[src/npe_pkg.sv]
`default_nettype none

package npe_pkg;

   localparam int DATA_W = 32;

   // one-hot sequencer states
   typedef enum logic [10:0] {
      ST_LOAD      = 11'b000_0000_0001,
      ST_ASC_RD    = 11'b000_0000_0010,
      ST_ASC_CMP   = 11'b000_0000_0100,
      ST_J_RD      = 11'b000_0000_1000,
      ST_J_CMP     = 11'b000_0001_0000,
      ST_SWAP2     = 11'b000_0010_0000,
      ST_REV_CHK   = 11'b000_0100_0000,
      ST_REV_W1    = 11'b000_1000_0000,
      ST_REV_W2    = 11'b001_0000_0000,
      ST_EMIT_RD   = 11'b010_0000_0000,
      ST_EMIT_SHOW = 11'b100_0000_0000
   } state_type;

endpackage

`default_nettype wire

[src/npe_if.sv]
`default_nettype none

interface npe_req_if;
   logic                                valid;
   logic                                ready;
   logic signed [npe_pkg::DATA_W-1:0]   value;
   logic                                last;

   modport source (output valid, output value, output last, input ready);
   modport sink (input valid, input value, input last, output ready);
endinterface

interface npe_rsp_if;
   logic                                valid;
   logic                                ready;
   logic signed [npe_pkg::DATA_W-1:0]   element;
   logic                                found;
   logic                                overflow;
   logic                                end_of_run;

   modport source (output valid, output element, output found, output overflow,
                   output end_of_run, input ready);
   modport sink (input valid, input element, input found, input overflow,
                 input end_of_run, output ready);
endinterface

`default_nettype wire

[src/next_permutation_engine.sv]
// next_permutation_engine: rearranges a loaded sequence into its next
// lexicographic permutation (signed compare) and streams it back out.
//
// req_chan: one transaction per element (value, last). last closes the
//   sequence. Elements beyond MAX_ELEMENTS are dropped and the run is flagged
//   with overflow; a dropped element marked last still closes the sequence.
// rsp_chan: one transaction per stored element in index order, each with
//   found (a next permutation existed; else the sequence is unchanged),
//   overflow and end_of_run on the final element.
// steps: loading stores each accepted element. After the closing element the
//   sequencer works on the element memory (two read ports, one write port,
//   registered read data): a read and a compare per position in the ascent
//   scan and in the search for the swap partner, a second write for the swap,
//   a read and two writes per pair in the tail reversal plus a final check,
//   then a read and a show per emitted element.
// req_chan.ready is high only while loading; one sequence is in work at a time.
// a stalled receiver holds the current transaction; the sequencer waits.
// reset (synchronous) empties the block and clears the overflow flag; the
//   element memory is not cleared, only written entries are ever read.
`default_nettype none

module next_permutation_engine #(
   parameter int MAX_ELEMENTS = 8
) (
   input  wire     clock,
   input  wire     reset,
   npe_req_if.sink   req_chan,
   npe_rsp_if.source rsp_chan
);

   localparam int AW = (MAX_ELEMENTS > 1) ? $clog2(MAX_ELEMENTS) : 1;
   localparam int CW = $clog2(MAX_ELEMENTS + 1);
   localparam int DW = npe_pkg::DATA_W;

   // sequencer registers
   npe_pkg::state_type state_ff, state_in;
   logic [CW-1:0]      count_ff, count_in;     // stored elements
   logic               ovf_ff, ovf_in;         // elements dropped this run
   logic               found_ff, found_in;
   logic [AW-1:0]      pos_ff, pos_in;         // scan index / low end / emit index
   logic [AW-1:0]      hi_ff, hi_in;           // high end of the reversal
   logic [AW-1:0]      p_ff, p_in;             // ascent position
   logic signed [DW-1:0] vp_ff, vp_in;         // value at the ascent position

   // element memory
   logic signed [DW-1:0] store_mem [MAX_ELEMENTS];
   logic                 wr_en;
   logic [AW-1:0]        wr_addr;
   logic signed [DW-1:0] wr_data;
   logic                 rd_en;
   logic [AW-1:0]        rd_addr_a, rd_addr_b;
   logic signed [DW-1:0] rd_a_ff, rd_b_ff;

   logic [AW-1:0] last_idx;
   logic          req_fire;
   logic          room;

   assign last_idx = AW'(count_ff - CW'(1));
   assign room     = (count_ff < CW'(MAX_ELEMENTS));

   assign req_chan.ready = (state_ff == npe_pkg::ST_LOAD);
   assign req_fire       = req_chan.valid && req_chan.ready;

   assign rsp_chan.valid      = (state_ff == npe_pkg::ST_EMIT_SHOW);
   assign rsp_chan.element    = rd_a_ff;
   assign rsp_chan.found      = found_ff;
   assign rsp_chan.overflow   = ovf_ff;
   assign rsp_chan.end_of_run = (pos_ff == last_idx);

   always_ff @(posedge clock) begin
      if (wr_en) begin
         store_mem[wr_addr] <= wr_data;
      end
   end

   // read data holds until the next read, so it doubles as the swap buffer
   always_ff @(posedge clock) begin
      if (rd_en) begin
         rd_a_ff <= store_mem[rd_addr_a];
         rd_b_ff <= store_mem[rd_addr_b];
      end
   end

   always_comb begin
      state_in  = state_ff;
      count_in  = count_ff;
      ovf_in    = ovf_ff;
      found_in  = found_ff;
      pos_in    = pos_ff;
      hi_in     = hi_ff;
      p_in      = p_ff;
      vp_in     = vp_ff;
      wr_en     = 1'b0;
      wr_addr   = pos_ff;
      wr_data   = rd_a_ff;
      rd_en     = 1'b0;
      rd_addr_a = pos_ff;
      rd_addr_b = hi_ff;

      case (state_ff)
         npe_pkg::ST_LOAD: begin
            if (req_fire) begin
               if (room) begin
                  wr_en    = 1'b1;
                  wr_addr  = count_ff[AW-1:0];
                  wr_data  = req_chan.value;
                  count_in = count_ff + CW'(1);
               end else begin
                  ovf_in = 1'b1;
               end
               if (req_chan.last) begin
                  pos_in   = AW'(count_in - CW'(1));
                  state_in = npe_pkg::ST_ASC_RD;
               end
            end
         end
         // look at the pair (pos-1, pos), scanning from the right
         npe_pkg::ST_ASC_RD: begin
            if (count_ff < CW'(2)) begin
               found_in = 1'b0;
               pos_in   = '0;
               state_in = npe_pkg::ST_EMIT_RD;
            end else begin
               rd_en     = 1'b1;
               rd_addr_a = pos_ff;
               rd_addr_b = pos_ff - AW'(1);
               state_in  = npe_pkg::ST_ASC_CMP;
            end
         end
         npe_pkg::ST_ASC_CMP: begin
            if (rd_a_ff > rd_b_ff) begin
               p_in     = pos_ff - AW'(1);
               vp_in    = rd_b_ff;
               pos_in   = last_idx;
               state_in = npe_pkg::ST_J_RD;
            end else if (pos_ff == AW'(1)) begin
               // non-increasing: no next permutation
               found_in = 1'b0;
               pos_in   = '0;
               state_in = npe_pkg::ST_EMIT_RD;
            end else begin
               pos_in   = pos_ff - AW'(1);
               state_in = npe_pkg::ST_ASC_RD;
            end
         end
         // rightmost element greater than the ascent value
         npe_pkg::ST_J_RD: begin
            rd_en     = 1'b1;
            rd_addr_a = pos_ff;
            state_in  = npe_pkg::ST_J_CMP;
         end
         npe_pkg::ST_J_CMP: begin
            if (rd_a_ff > vp_ff) begin
               wr_en    = 1'b1;
               wr_addr  = p_ff;
               wr_data  = rd_a_ff;
               state_in = npe_pkg::ST_SWAP2;
            end else begin
               pos_in   = pos_ff - AW'(1);
               state_in = npe_pkg::ST_J_RD;
            end
         end
         npe_pkg::ST_SWAP2: begin
            wr_en    = 1'b1;
            wr_addr  = pos_ff;
            wr_data  = vp_ff;
            found_in = 1'b1;
            pos_in   = p_ff + AW'(1);
            hi_in    = last_idx;
            state_in = npe_pkg::ST_REV_CHK;
         end
         // reverse the tail one pair at a time
         npe_pkg::ST_REV_CHK: begin
            if (pos_ff < hi_ff) begin
               rd_en     = 1'b1;
               rd_addr_a = pos_ff;
               rd_addr_b = hi_ff;
               state_in  = npe_pkg::ST_REV_W1;
            end else begin
               pos_in   = '0;
               state_in = npe_pkg::ST_EMIT_RD;
            end
         end
         npe_pkg::ST_REV_W1: begin
            wr_en    = 1'b1;
            wr_addr  = pos_ff;
            wr_data  = rd_b_ff;
            state_in = npe_pkg::ST_REV_W2;
         end
         npe_pkg::ST_REV_W2: begin
            wr_en    = 1'b1;
            wr_addr  = hi_ff;
            wr_data  = rd_a_ff;
            pos_in   = pos_ff + AW'(1);
            hi_in    = hi_ff - AW'(1);
            state_in = npe_pkg::ST_REV_CHK;
         end
         npe_pkg::ST_EMIT_RD: begin
            rd_en     = 1'b1;
            rd_addr_a = pos_ff;
            state_in  = npe_pkg::ST_EMIT_SHOW;
         end
         npe_pkg::ST_EMIT_SHOW: begin
            if (rsp_chan.ready) begin
               if (pos_ff == last_idx) begin
                  count_in = '0;
                  ovf_in   = 1'b0;
                  state_in = npe_pkg::ST_LOAD;
               end else begin
                  pos_in   = pos_ff + AW'(1);
                  state_in = npe_pkg::ST_EMIT_RD;
               end
            end
         end
         default: begin
            state_in = npe_pkg::ST_LOAD;
         end
      endcase
   end

   always_ff @(posedge clock) begin
      if (reset) begin
         state_ff <= npe_pkg::ST_LOAD;
         count_ff <= '0;
         ovf_ff   <= 1'b0;
         found_ff <= 1'b0;
      end else begin
         state_ff <= state_in;
         count_ff <= count_in;
         ovf_ff   <= ovf_in;
         found_ff <= found_in;
      end
   end

   // indexes and scan value
   always_ff @(posedge clock) begin
      pos_ff <= pos_in;
      hi_ff  <= hi_in;
      p_ff   <= p_in;
      vp_ff  <= vp_in;
   end

endmodule

`default_nettype wire

[src/flat_wrapper.sv]
// flat-port wrapper written by rule: the top's interface ports become plain ports
module next_permutation_engine_flat 
#(
   parameter int MAX_ELEMENTS = 8
)
  (clock, reset, req_chan_valid, req_chan_value, req_chan_last, req_chan_ready, rsp_chan_valid, rsp_chan_element, rsp_chan_found, rsp_chan_overflow, rsp_chan_end_of_run, rsp_chan_ready);
  npe_req_if req_chan_i ();
  npe_rsp_if rsp_chan_i ();
  input  wire clock;
  input  wire reset;
  input wire logic [$bits(req_chan_i.valid)-1:0] req_chan_valid;
  input wire logic [$bits(req_chan_i.value)-1:0] req_chan_value;
  input wire logic [$bits(req_chan_i.last)-1:0] req_chan_last;
  output wire logic [$bits(req_chan_i.ready)-1:0] req_chan_ready;
  output wire logic [$bits(rsp_chan_i.valid)-1:0] rsp_chan_valid;
  output wire logic [$bits(rsp_chan_i.element)-1:0] rsp_chan_element;
  output wire logic [$bits(rsp_chan_i.found)-1:0] rsp_chan_found;
  output wire logic [$bits(rsp_chan_i.overflow)-1:0] rsp_chan_overflow;
  output wire logic [$bits(rsp_chan_i.end_of_run)-1:0] rsp_chan_end_of_run;
  input wire logic [$bits(rsp_chan_i.ready)-1:0] rsp_chan_ready;
  assign req_chan_i.valid = req_chan_valid;
  assign req_chan_i.value = req_chan_value;
  assign req_chan_i.last = req_chan_last;
  assign req_chan_ready = req_chan_i.ready;
  assign rsp_chan_valid = rsp_chan_i.valid;
  assign rsp_chan_element = rsp_chan_i.element;
  assign rsp_chan_found = rsp_chan_i.found;
  assign rsp_chan_overflow = rsp_chan_i.overflow;
  assign rsp_chan_end_of_run = rsp_chan_i.end_of_run;
  assign rsp_chan_i.ready = rsp_chan_ready;
  next_permutation_engine #(.MAX_ELEMENTS(MAX_ELEMENTS)) u_core (.clock(clock), .reset(reset), .req_chan(req_chan_i), .rsp_chan(rsp_chan_i));
endmodule
[config.mk]
export PLATFORM = sky130hd
export DESIGN_NAME = next_permutation_engine_flat
export DESIGN_NICKNAME = d
export VERILOG_FILES = /design/src/npe_pkg.sv /design/src/npe_if.sv /design/src/next_permutation_engine.sv /design/src/flat_wrapper.sv
export SDC_FILE = /design/constraint.sdc
export NUM_CORES = 1
export LEC_CHECK = 0
export BUFFER_PORTS_ARGS = -buffer_cell sky130_fd_sc_hd__buf_4
export CORE_MARGIN = 2
export CORE_UTILIZATION = 60
export CTS_BUF_LIST = sky130_fd_sc_hd__clkbuf_8 sky130_fd_sc_hd__clkbuf_16
export DETAILED_ROUTE_END_ITERATION = 6
export PLACE_DENSITY_LB_ADDON = 0.3
export SETUP_SLACK_MARGIN = 0.02
export SLEW_MARGIN = 10
export SYNTH_ARGS = -nofsm -noshare
export SYNTH_HDL_FRONTEND = slang
export SYNTH_SLANG_ARGS = --single-unit
[constraint.sdc]
create_clock -name clock -period 12.95 [get_ports clock]
set_input_delay 1.9425 -clock clock [delete_from_list [all_inputs] [get_ports clock]]
set_output_delay 1.9425 -clock clock [all_outputs]
set_load 0.005 [all_outputs]
==> results of run 1 <==
==> power groups by stage <==
| stage | Combinational, mW | Sequential [mW] | Clock (mW) |
|---|---|---|---|
| after global placement | 0.868 | 1.64 | 0 |
| final | 0.906 | 1.63 | 1.11 |
| after floorplan | 0.638 | 1.62 | 0 |
| after CTS | 0.901 | 1.62 | 1.13 |
| after global routing | 0.968 | 1.63 | 1.17 |
| after detailed placement | 0.893 | 1.65 | 0 |
==> cells by family after synthesis <==
kind of cell	count (synthesis)	share of synthesized area
simple gates	670	0.1585
xor+xnor	9	0.004143
flops	378	0.5876
mux	107	0.1005
compound gates	177	0.06523
fa+ha+maj	73	0.04800
buf+inv	163	0.03590
==> registers in the layout, summed over array words and instances (netlist names) <==
signal                    cells
u_core.rd_b_ff               32
u_core.rsp_chan.found         1
u_core.p_ff                   3
u_core.count_ff               4
u_core.state_ff              11
u_core.rsp_chan.overflow      1
u_core.rsp_chan.element      32
u_core.hi_ff                  3
u_core.store_mem            256
u_core.vp_ff                 32
u_core.pos_ff                 3
==> per-layer routing <==
| layer | wire, um | share of wire | up-vias | GRT usage |
|---|---|---|---|---|
| met5 | 0 | 0 | - | 0 |
| met4 | 1842 | 0.037 | 0 | 0.1216 |
| met3 | 4687 | 0.094 | 129 | 0.05228 |
| met2 | 24200 | 0.49 | 803 | 0.5017 |
| met1 | 18990 | 0.38 | 6681 | 0.4053 |
| li1 | - | - | 6002 | - |
==> through the flow <==
stage	power (mW)	setup slack [ns]	cells	utilization	instance area [sq um]
2_1_floorplan	2.261	7.368	1577	-	19030
3_3_place_gp	2.506	7.971	1989	0.6369	20000
3_5_place_dp	2.540	7.887	1989	0.6369	20000
4_1_cts	3.650	8.361	2063	0.6777	21270
5_1_grt	3.775	8.188	2063	0.6777	21270
6_report	3.646	8.253	2063	0.6777	21270
==> cell usage in the layout, fill, tap and decap left out, types with 4 or more instances in the layout <==
| cell type | Yosys | layout |
|---|---|---|
| nand2_1 | 382 | 381 |
| edfxtp_1 | 361 | 361 |
| nand3_1 | 173 | 173 |
| buf_4 | 4 | 95 |
| inv_1 | 77 | 85 |
| ha_1 | 73 | 73 |
| mux4_2 | 64 | 64 |
| clkbuf_16 | 0 | 42 |
| a21oi_1 | 34 | 34 |
| mux2_2 | 33 | 33 |
| a222oi_1 | 32 | 32 |
| nor2_1 | 35 | 31 |
| o21ai_1 | 30 | 30 |
| nand4_1 | 20 | 20 |
| o21ai_0 | 18 | 18 |
| dfxtp_1 | 17 | 17 |
| clkinv_1 | 0 | 14 |
| a21o_1 | 11 | 10 |
| nor2b_1 | 10 | 10 |
| nor3_1 | 13 | 9 |
| mux2i_1 | 10 | 7 |
| nor3_2 | 2 | 6 |
| xnor2_1 | 6 | 6 |
| nor2_4 | 1 | 5 |
| a21boi_0 | 5 | 5 |
| a22oi_1 | 5 | 5 |
| clkinv_2 | 0 | 5 |
| nand2b_1 | 4 | 4 |
| nor4_1 | 4 | 4 |
| o21a_1 | 4 | 4 |
| a31oi_1 | 4 | 4 |
==> area by class of cell <==
type / count / area, sq um
sequential: 378 / 11180
timing repair buffer: 95 / 713.2
clock inverter: 31 / 214.0
fill: 2176 / 10120
clock buffer: 43 / 1065
multi-input combinational: 1036 / 7306
tap: 402 / 503.0
inverter: 78 / 292.8
==> worst paths after layout <==
| path | cells after the start | slack, ns | to |
|---|---|---|---|
| worst max-delay path | 9 | 8.25 | u_core.store_mem[1][17] |
| worst min-delay path | 0 | 0.48 | u_core.vp_ff[0] |
| worst max register to register | 9 | 8.25 | u_core.store_mem[1][17] |
| worst min register to register | 0 | 0.48 | u_core.vp_ff[0] |
==> flow_summary.yaml, run 1 <==
routing:
  avgViaCountPerCell: 6.600
  first_pass_iters: 7
  routed_wl_mm: 49.73
  wl_per_cell_um: 24.10
  num_vias: 13620
  ant_nets: 0
  drt_iter0_markers: 1624
  drc_errors: 1
die:
  dieArea_sq_um: 33150
  start_util: 0.6061
  core_sq_um: 31390
  die_h_um: 182.1
  row_count: 65
  die_w_um: 182.1
  pin_count: 74
clock_network:
  path_clk_slew_ns: 0.06
  cts_sinks: 378
  clk_latency_ns: 0.54
  cts_tree: "yes"
  post_cts_buffers: 0
  numCtsBuffers: 40
  hold_buffers: 0
  cts_resized: 0
  clock_path_buffers: 3
  cts-htree-levels: 2
  root_buffer: "clkbuf_16"
sta:
  hold_viol_final: 0
  final-max-slew-violation-count: 0
  fin_crit_ns: 4.697
  post-route-period-util: 0.3627
  max_clock_freq_ghz: 0.2129
  tns_ns: 0
  whs_ns: 0.4850
  finalClockSkew_ns: 0.01489
  worst_pin_slew_ns: 1.215
  setup_viol: 0
  max-slew-margin-rel: 0.1883
  rsz0062_at_grt: "false"
synth:
  yosys_warnings: 0
  synth_seq_cells: 378
  netlist.area_leader.share: 0.5697
  ys_seq_area_frac: 0.5876
  synthesis.area_sq_um: 19030
  syn_inst: 1577
  synth_edf_count: 361
  yosys-top-cells-area: "edfxtp_1 57%, mux4_2 7.6%, nand2_1 7.5%, ha_1 4.8%, nand3_1 4.6%"
  netlist.top_cell.by_area: "edfxtp_1"
  syn_area_per_cell_sq_um: 12.07
  synth.net_count: 1687
  ys_async_sr_fraction: 0
  synthFlopType: "edfxtp_1"
  yosys-top-cells-count: "382 x nand2_1, 361 x edfxtp_1, 173 x nand3_1"
  yosysMostFrequentCell: "nand2_1"
  synth_cell_types: 73
pwr:
  internal_power_mw: 2.580
  p_sw_frac: 0.2924
  p_leak_nw: 8.077
  p_clk_frac: 0.306
  ir_drop_v: 0.0001226
  p_switching_mw: 1.066
  comb_power_share: 0.248
  pwr-share-seq: 0.446
  powerDensity_nw_per_um2: 171.4
worst_setup_path:
  crit_path_top_delay_cell: "nor2_4"
  worstSetupStartpointType: "flop"
  crit_path_cell_trace: "ha_1 > nand4_1 > nor4_1 > a21boi_0 > o31ai_1 > a21boi_0 > o211a_2 > o211ai_1 > nor2_4"
  critPathKind: "flop to flop"
  r2r-start: "u_core.rsp_chan.element[11]"
  max_stage_delay_ns: 1.02
  cp_max_fo: 32
  path_buf_inv: 0
  cp.required_ns: 13.09
  end_kind: "flop"
  critPathTopFamily: "simple AND/OR/NAND/NOR gates"
  worstPathArrival_ns: 4.83
  setup.worst_path.start: "u_core.rsp_chan.element[11]"
  cp_common_cell: "a21boi_0"
worst_hold_path:
  hp-class: "flop to flop"
  min_from: "u_core.rd_b_ff[0]"
placement:
  io_buffers: 73
  place_congestion: 0.8852
  dp_hpwl_mm: 29.76
status:
  status: "finished with violations"
  violations: "design-rule violations"
final_layout:
  drive_gt1_frac: 0.1680
  nNetsFinal: 1739
  area_delta_synth_final_pct: 11.81
  antenna_cells: 0
global_route:
  grt_antenna_before_repair: 0
  grt_max_degree: 93
  grt_usage: 0.3036
  globalRouteOverflowTotal: 0
  grt_pass1_wl_mm: 76.96
  first_global_vias: 13570
job:
  cap_violations: 0
(Power assumes the default switching activity.)
==> inputs of run 2 (changes only) <==
Settings changed: ABC_AREA set to 1, CORE_UTILIZATION 60 to 56.
Clock period 12.95 ns to 3.85 ns, I/O delays scaled along.
==> run 2 against run 1 <==
Effect of this change:
- the run now ends clean
- power increased to 4.1 times the previous value
- synthesized cell count grew 24%
- highest routed layer unchanged
- sequential share of layout area is 1.4 points lower
- sequential power grew to 3.7 times the previous value
- worst setup slack worse by 7.9 ns
- global-route usage shrank 0.75 points
- first-iteration DRC count increased by 13%
- cell count up 21%
- largest power group unchanged
- sequential cell count unchanged
==> flow_summary.yaml, run 2 <==
synth:
  ys_seq_area_frac: 0.5766
  yosys-top-cells-area: "edfxtp_1 56%, o21ai_0 6.0%, a21oi_1 5.3%, inv_1 5.0%, ha_1 4.7%"
  synth_compound_area_frac: 0.1937
  synth-simple-area-share: 0.1014
  netlist.area_leader.share: 0.5591
  synthAdderAreaFrac: 0.04711
  yosys-top-cells-count: "361 x edfxtp_1, 257 x inv_1, 231 x o21ai_0"
  syn_inst: 1960
  ys_async_sr_fraction: 0
  synthFlopType: "edfxtp_1"
  synthesis.area_sq_um: 19390
  synth_mux_area_frac: 0.0005162
  yosysMostFrequentCell: "edfxtp_1"
  synth_cell_types: 48
  synth_top_family_by_area: "compound AO/OA/AOI/OAI gates"
  synth_seq_cells: 378
  yosys_warnings: 0
  syn_area_per_cell_sq_um: 9.893
  synth.net_count: 2070
  netlist.top_cell.by_area: "edfxtp_1"
  synthXorXnorAreaFrac: 0.003162
  synth_edf_count: 361
pwr:
  ir_drop_v: 0.0005558
  comb_power_share: 0.339
  p_clk_frac: 0.261
  powerDensity_nw_per_um2: 687.8
  p_switching_mw: 5.524
  pwr-share-seq: 0.401
  p_leak_nw: 8.578
  internal_power_mw: 9.514
  p_sw_frac: 0.3673
worst_setup_path:
  critPathKind: "flop to flop"
  max_stage_delay_ns: 0.44
  cp_common_cell: "nand3_1"
  crit_path_top_delay_cell: "edfxtp_1"
  crit_path_cell_trace: "ha_1 > a21oi_1 > o21ai_0 > nand2_1 > nand2_1 > a21oi_1 > nand3_1 > nand3_1 > nand3_1 > nand3_1 > nand3_1 > nor2_4 > buf_4"
  worstPathArrival_ns: 3.66
  end_kind: "flop"
  cp.required_ns: 4.05
  worstSetupStartpointType: "flop"
  cp_max_fo: 21
final_layout:
  largest_reg_flops: 256
  area_delta_synth_final_pct: 12.75
  drive_gt1_frac: 0.1064
  nFillCells: 2625
  registers.top_by_ff_count: "u_core.store_mem"
  final_common_cell: "edfxtp_1"
  nNetsFinal: 2111
  antenna_cells: 0
  layout_common_cells: "361 x edfxtp_1, 260 x inv_1, 231 x o21ai_0, 205 x a21oi_1, 196 x nand2_1"
  multi_input_area_sq_um: 6803
  area.sequential_sq_um: 11180
  stdcell_count: 2486
global_route:
  grt_pass1_wl_mm: 81.83
  grt_max_degree: 97
  grt_antenna_before_repair: 0
  first_global_vias: 14870
  globalRouteOverflowTotal: 0
  grt_usage: 0.2962
routing:
  ant_nets: 0
  num_vias: 15620
  drt_iter0_markers: 1831
  wl_per_cell_um: 21.72
  routed_wl_mm: 54.01
  avgViaCountPerCell: 6.282
  drc_errors: 0
  first_pass_iters: 6
sta:
  tns_ns: 0
  max-slew-margin-rel: 0.2933
  final-max-slew-violation-count: 0
  worst_pin_slew_ns: 1.056
  max_clock_freq_ghz: 0.2887
  post-route-period-util: 0.8997
  fin_crit_ns: 3.464
  setup_viol: 0
  whs_ns: 0.3291
  finalClockSkew_ns: 0.01812
  rsz0062_at_grt: "false"
  hold_viol_final: 0
clock_network:
  numCtsBuffers: 41
  clk_latency_ns: 0.55
  cts_sinks: 378
  cts_tree: "yes"
  cts-htree-levels: 2
  root_buffer: "clkbuf_16"
  path_clk_slew_ns: 0.06
  hold_buffers: 0
  clock_path_buffers: 3
job:
  cap_violations: 0
die:
  row_count: 68
  pin_count: 74
  core_sq_um: 34290
  die_h_um: 190.1
  die_w_um: 190.1
  start_util: 0.5655
  dieArea_sq_um: 36130
status:
  status: "completed"
placement:
  dp_hpwl_mm: 32.02
  io_buffers: 73
  placedCellCount: 2412
  place_congestion: 0.8961
worst_hold_path:
  hp-class: "input port to flop"
run 2: changes by cell type in the layout (fill, tap and decap cells not counted), moves of 30 or more:
cell and change:
inv_1 +175, a221o_1 +30, nand2_1 -185, mux4_2 -64, a222oi_1 -32, nand3_1 -135, a21oi_1 +171, o211ai_1 +30
nor2_1 +133, o21ai_0 +213, a31oi_1 +62, o22ai_1 +62, mux2_2 -33
run 2: power groups by stage:
| stage | combinational (mW) | sequential [mW] | clock, mW |
|---|---|---|---|
| 6_report | 5.09 | 6.03 | 3.92 |
| 5_1_grt | 5.54 | 6.08 | 4.10 |
| 4_1_cts | 4.99 | 6.01 | 3.94 |
| 3_5_place_dp | 4.95 | 6.09 | 0 |
| 3_3_place_gp | 4.85 | 6.07 | 0 |
| 2_1_floorplan | 3.28 | 6.02 | 0 |
run 2: area by class of cell:
class,count,share of cell area
Inverter,269,0.04630
Timing Repair Buffer,110,0.04407
Sequential cell,378,0.5114
Tap cell,455,0.02604
Clock inverter,31,0.01293
Clock buffer,42,0.04807
Multi-Input combinational cell,1201,0.3112
run 2: worst max-delay path, delay by kind of cell, from the launching register on:
family / cells / cell delay (ns)
AO/OA/AOI/OAI: 3 / 0.70
adder cells (fa/ha/maj): 1 / 0.34
buffers and inverters: 1 / 0.37
flip-flops: 1 / 0.44
AND/OR/NAND/NOR: 8 / 1.26
run 2: stage by stage:
step                cell area (sq um)  utilization  power [mW]  setup slack (ns)
CTS                             21850       0.6372       14.94            0.3896
global placement                20520       0.5983       10.92            0.4723
finish                          21860       0.6376       15.04            0.3860
floorplan                       19390            -       9.304            0.1045
detailed placement              20520       0.5983       11.04            0.4208
global route                    21860       0.6376       15.72           0.07259
run 2: final timing paths:
| kind | slack, ns | cells after the start | end | startpoint |
|---|---|---|---|---|
| max | 0.39 | 13 | u_core.store_mem[1][25] | u_core.rsp_chan.element[27] |
| min | 0.33 | 2 | u_core.state_ff[9] | reset |
| max reg2reg | 0.39 | 13 | u_core.store_mem[1][25] | u_core.rsp_chan.element[27] |
| min reg2reg | 0.45 | 0 | u_core.vp_ff[1] | u_core.rd_b_ff[1] |
run 2: timing repair:
item | CTS | global route
gates resized for setup | 0 | 1
buffers inserted | 0 | 1
endpoints found under the hold margin | 0 | 0
setup endpoints to repair | 0 | 4
run 2: cells by family (layout without fill, tap and decap cells):
logic type      count (synthesis)  count (layout)
compound gates                660             660
simple gates                  460             460
buf+inv                       381             452
flops                         378             378
fa+ha+maj                      73              73
xor+xnor                        7               7
mux                             1               1
run 2: per-layer routing:
metal / routed length [um] / vias up / global-route usage
met2: 25840 / 887 / 0.4940
met3: 5127 / 177 / 0.04483
li1: - / 7097 / -
met4: 2212 / 0 / 0.1383
met1: 20830 / 7455 / 0.3829
met5: 0 / - / 0
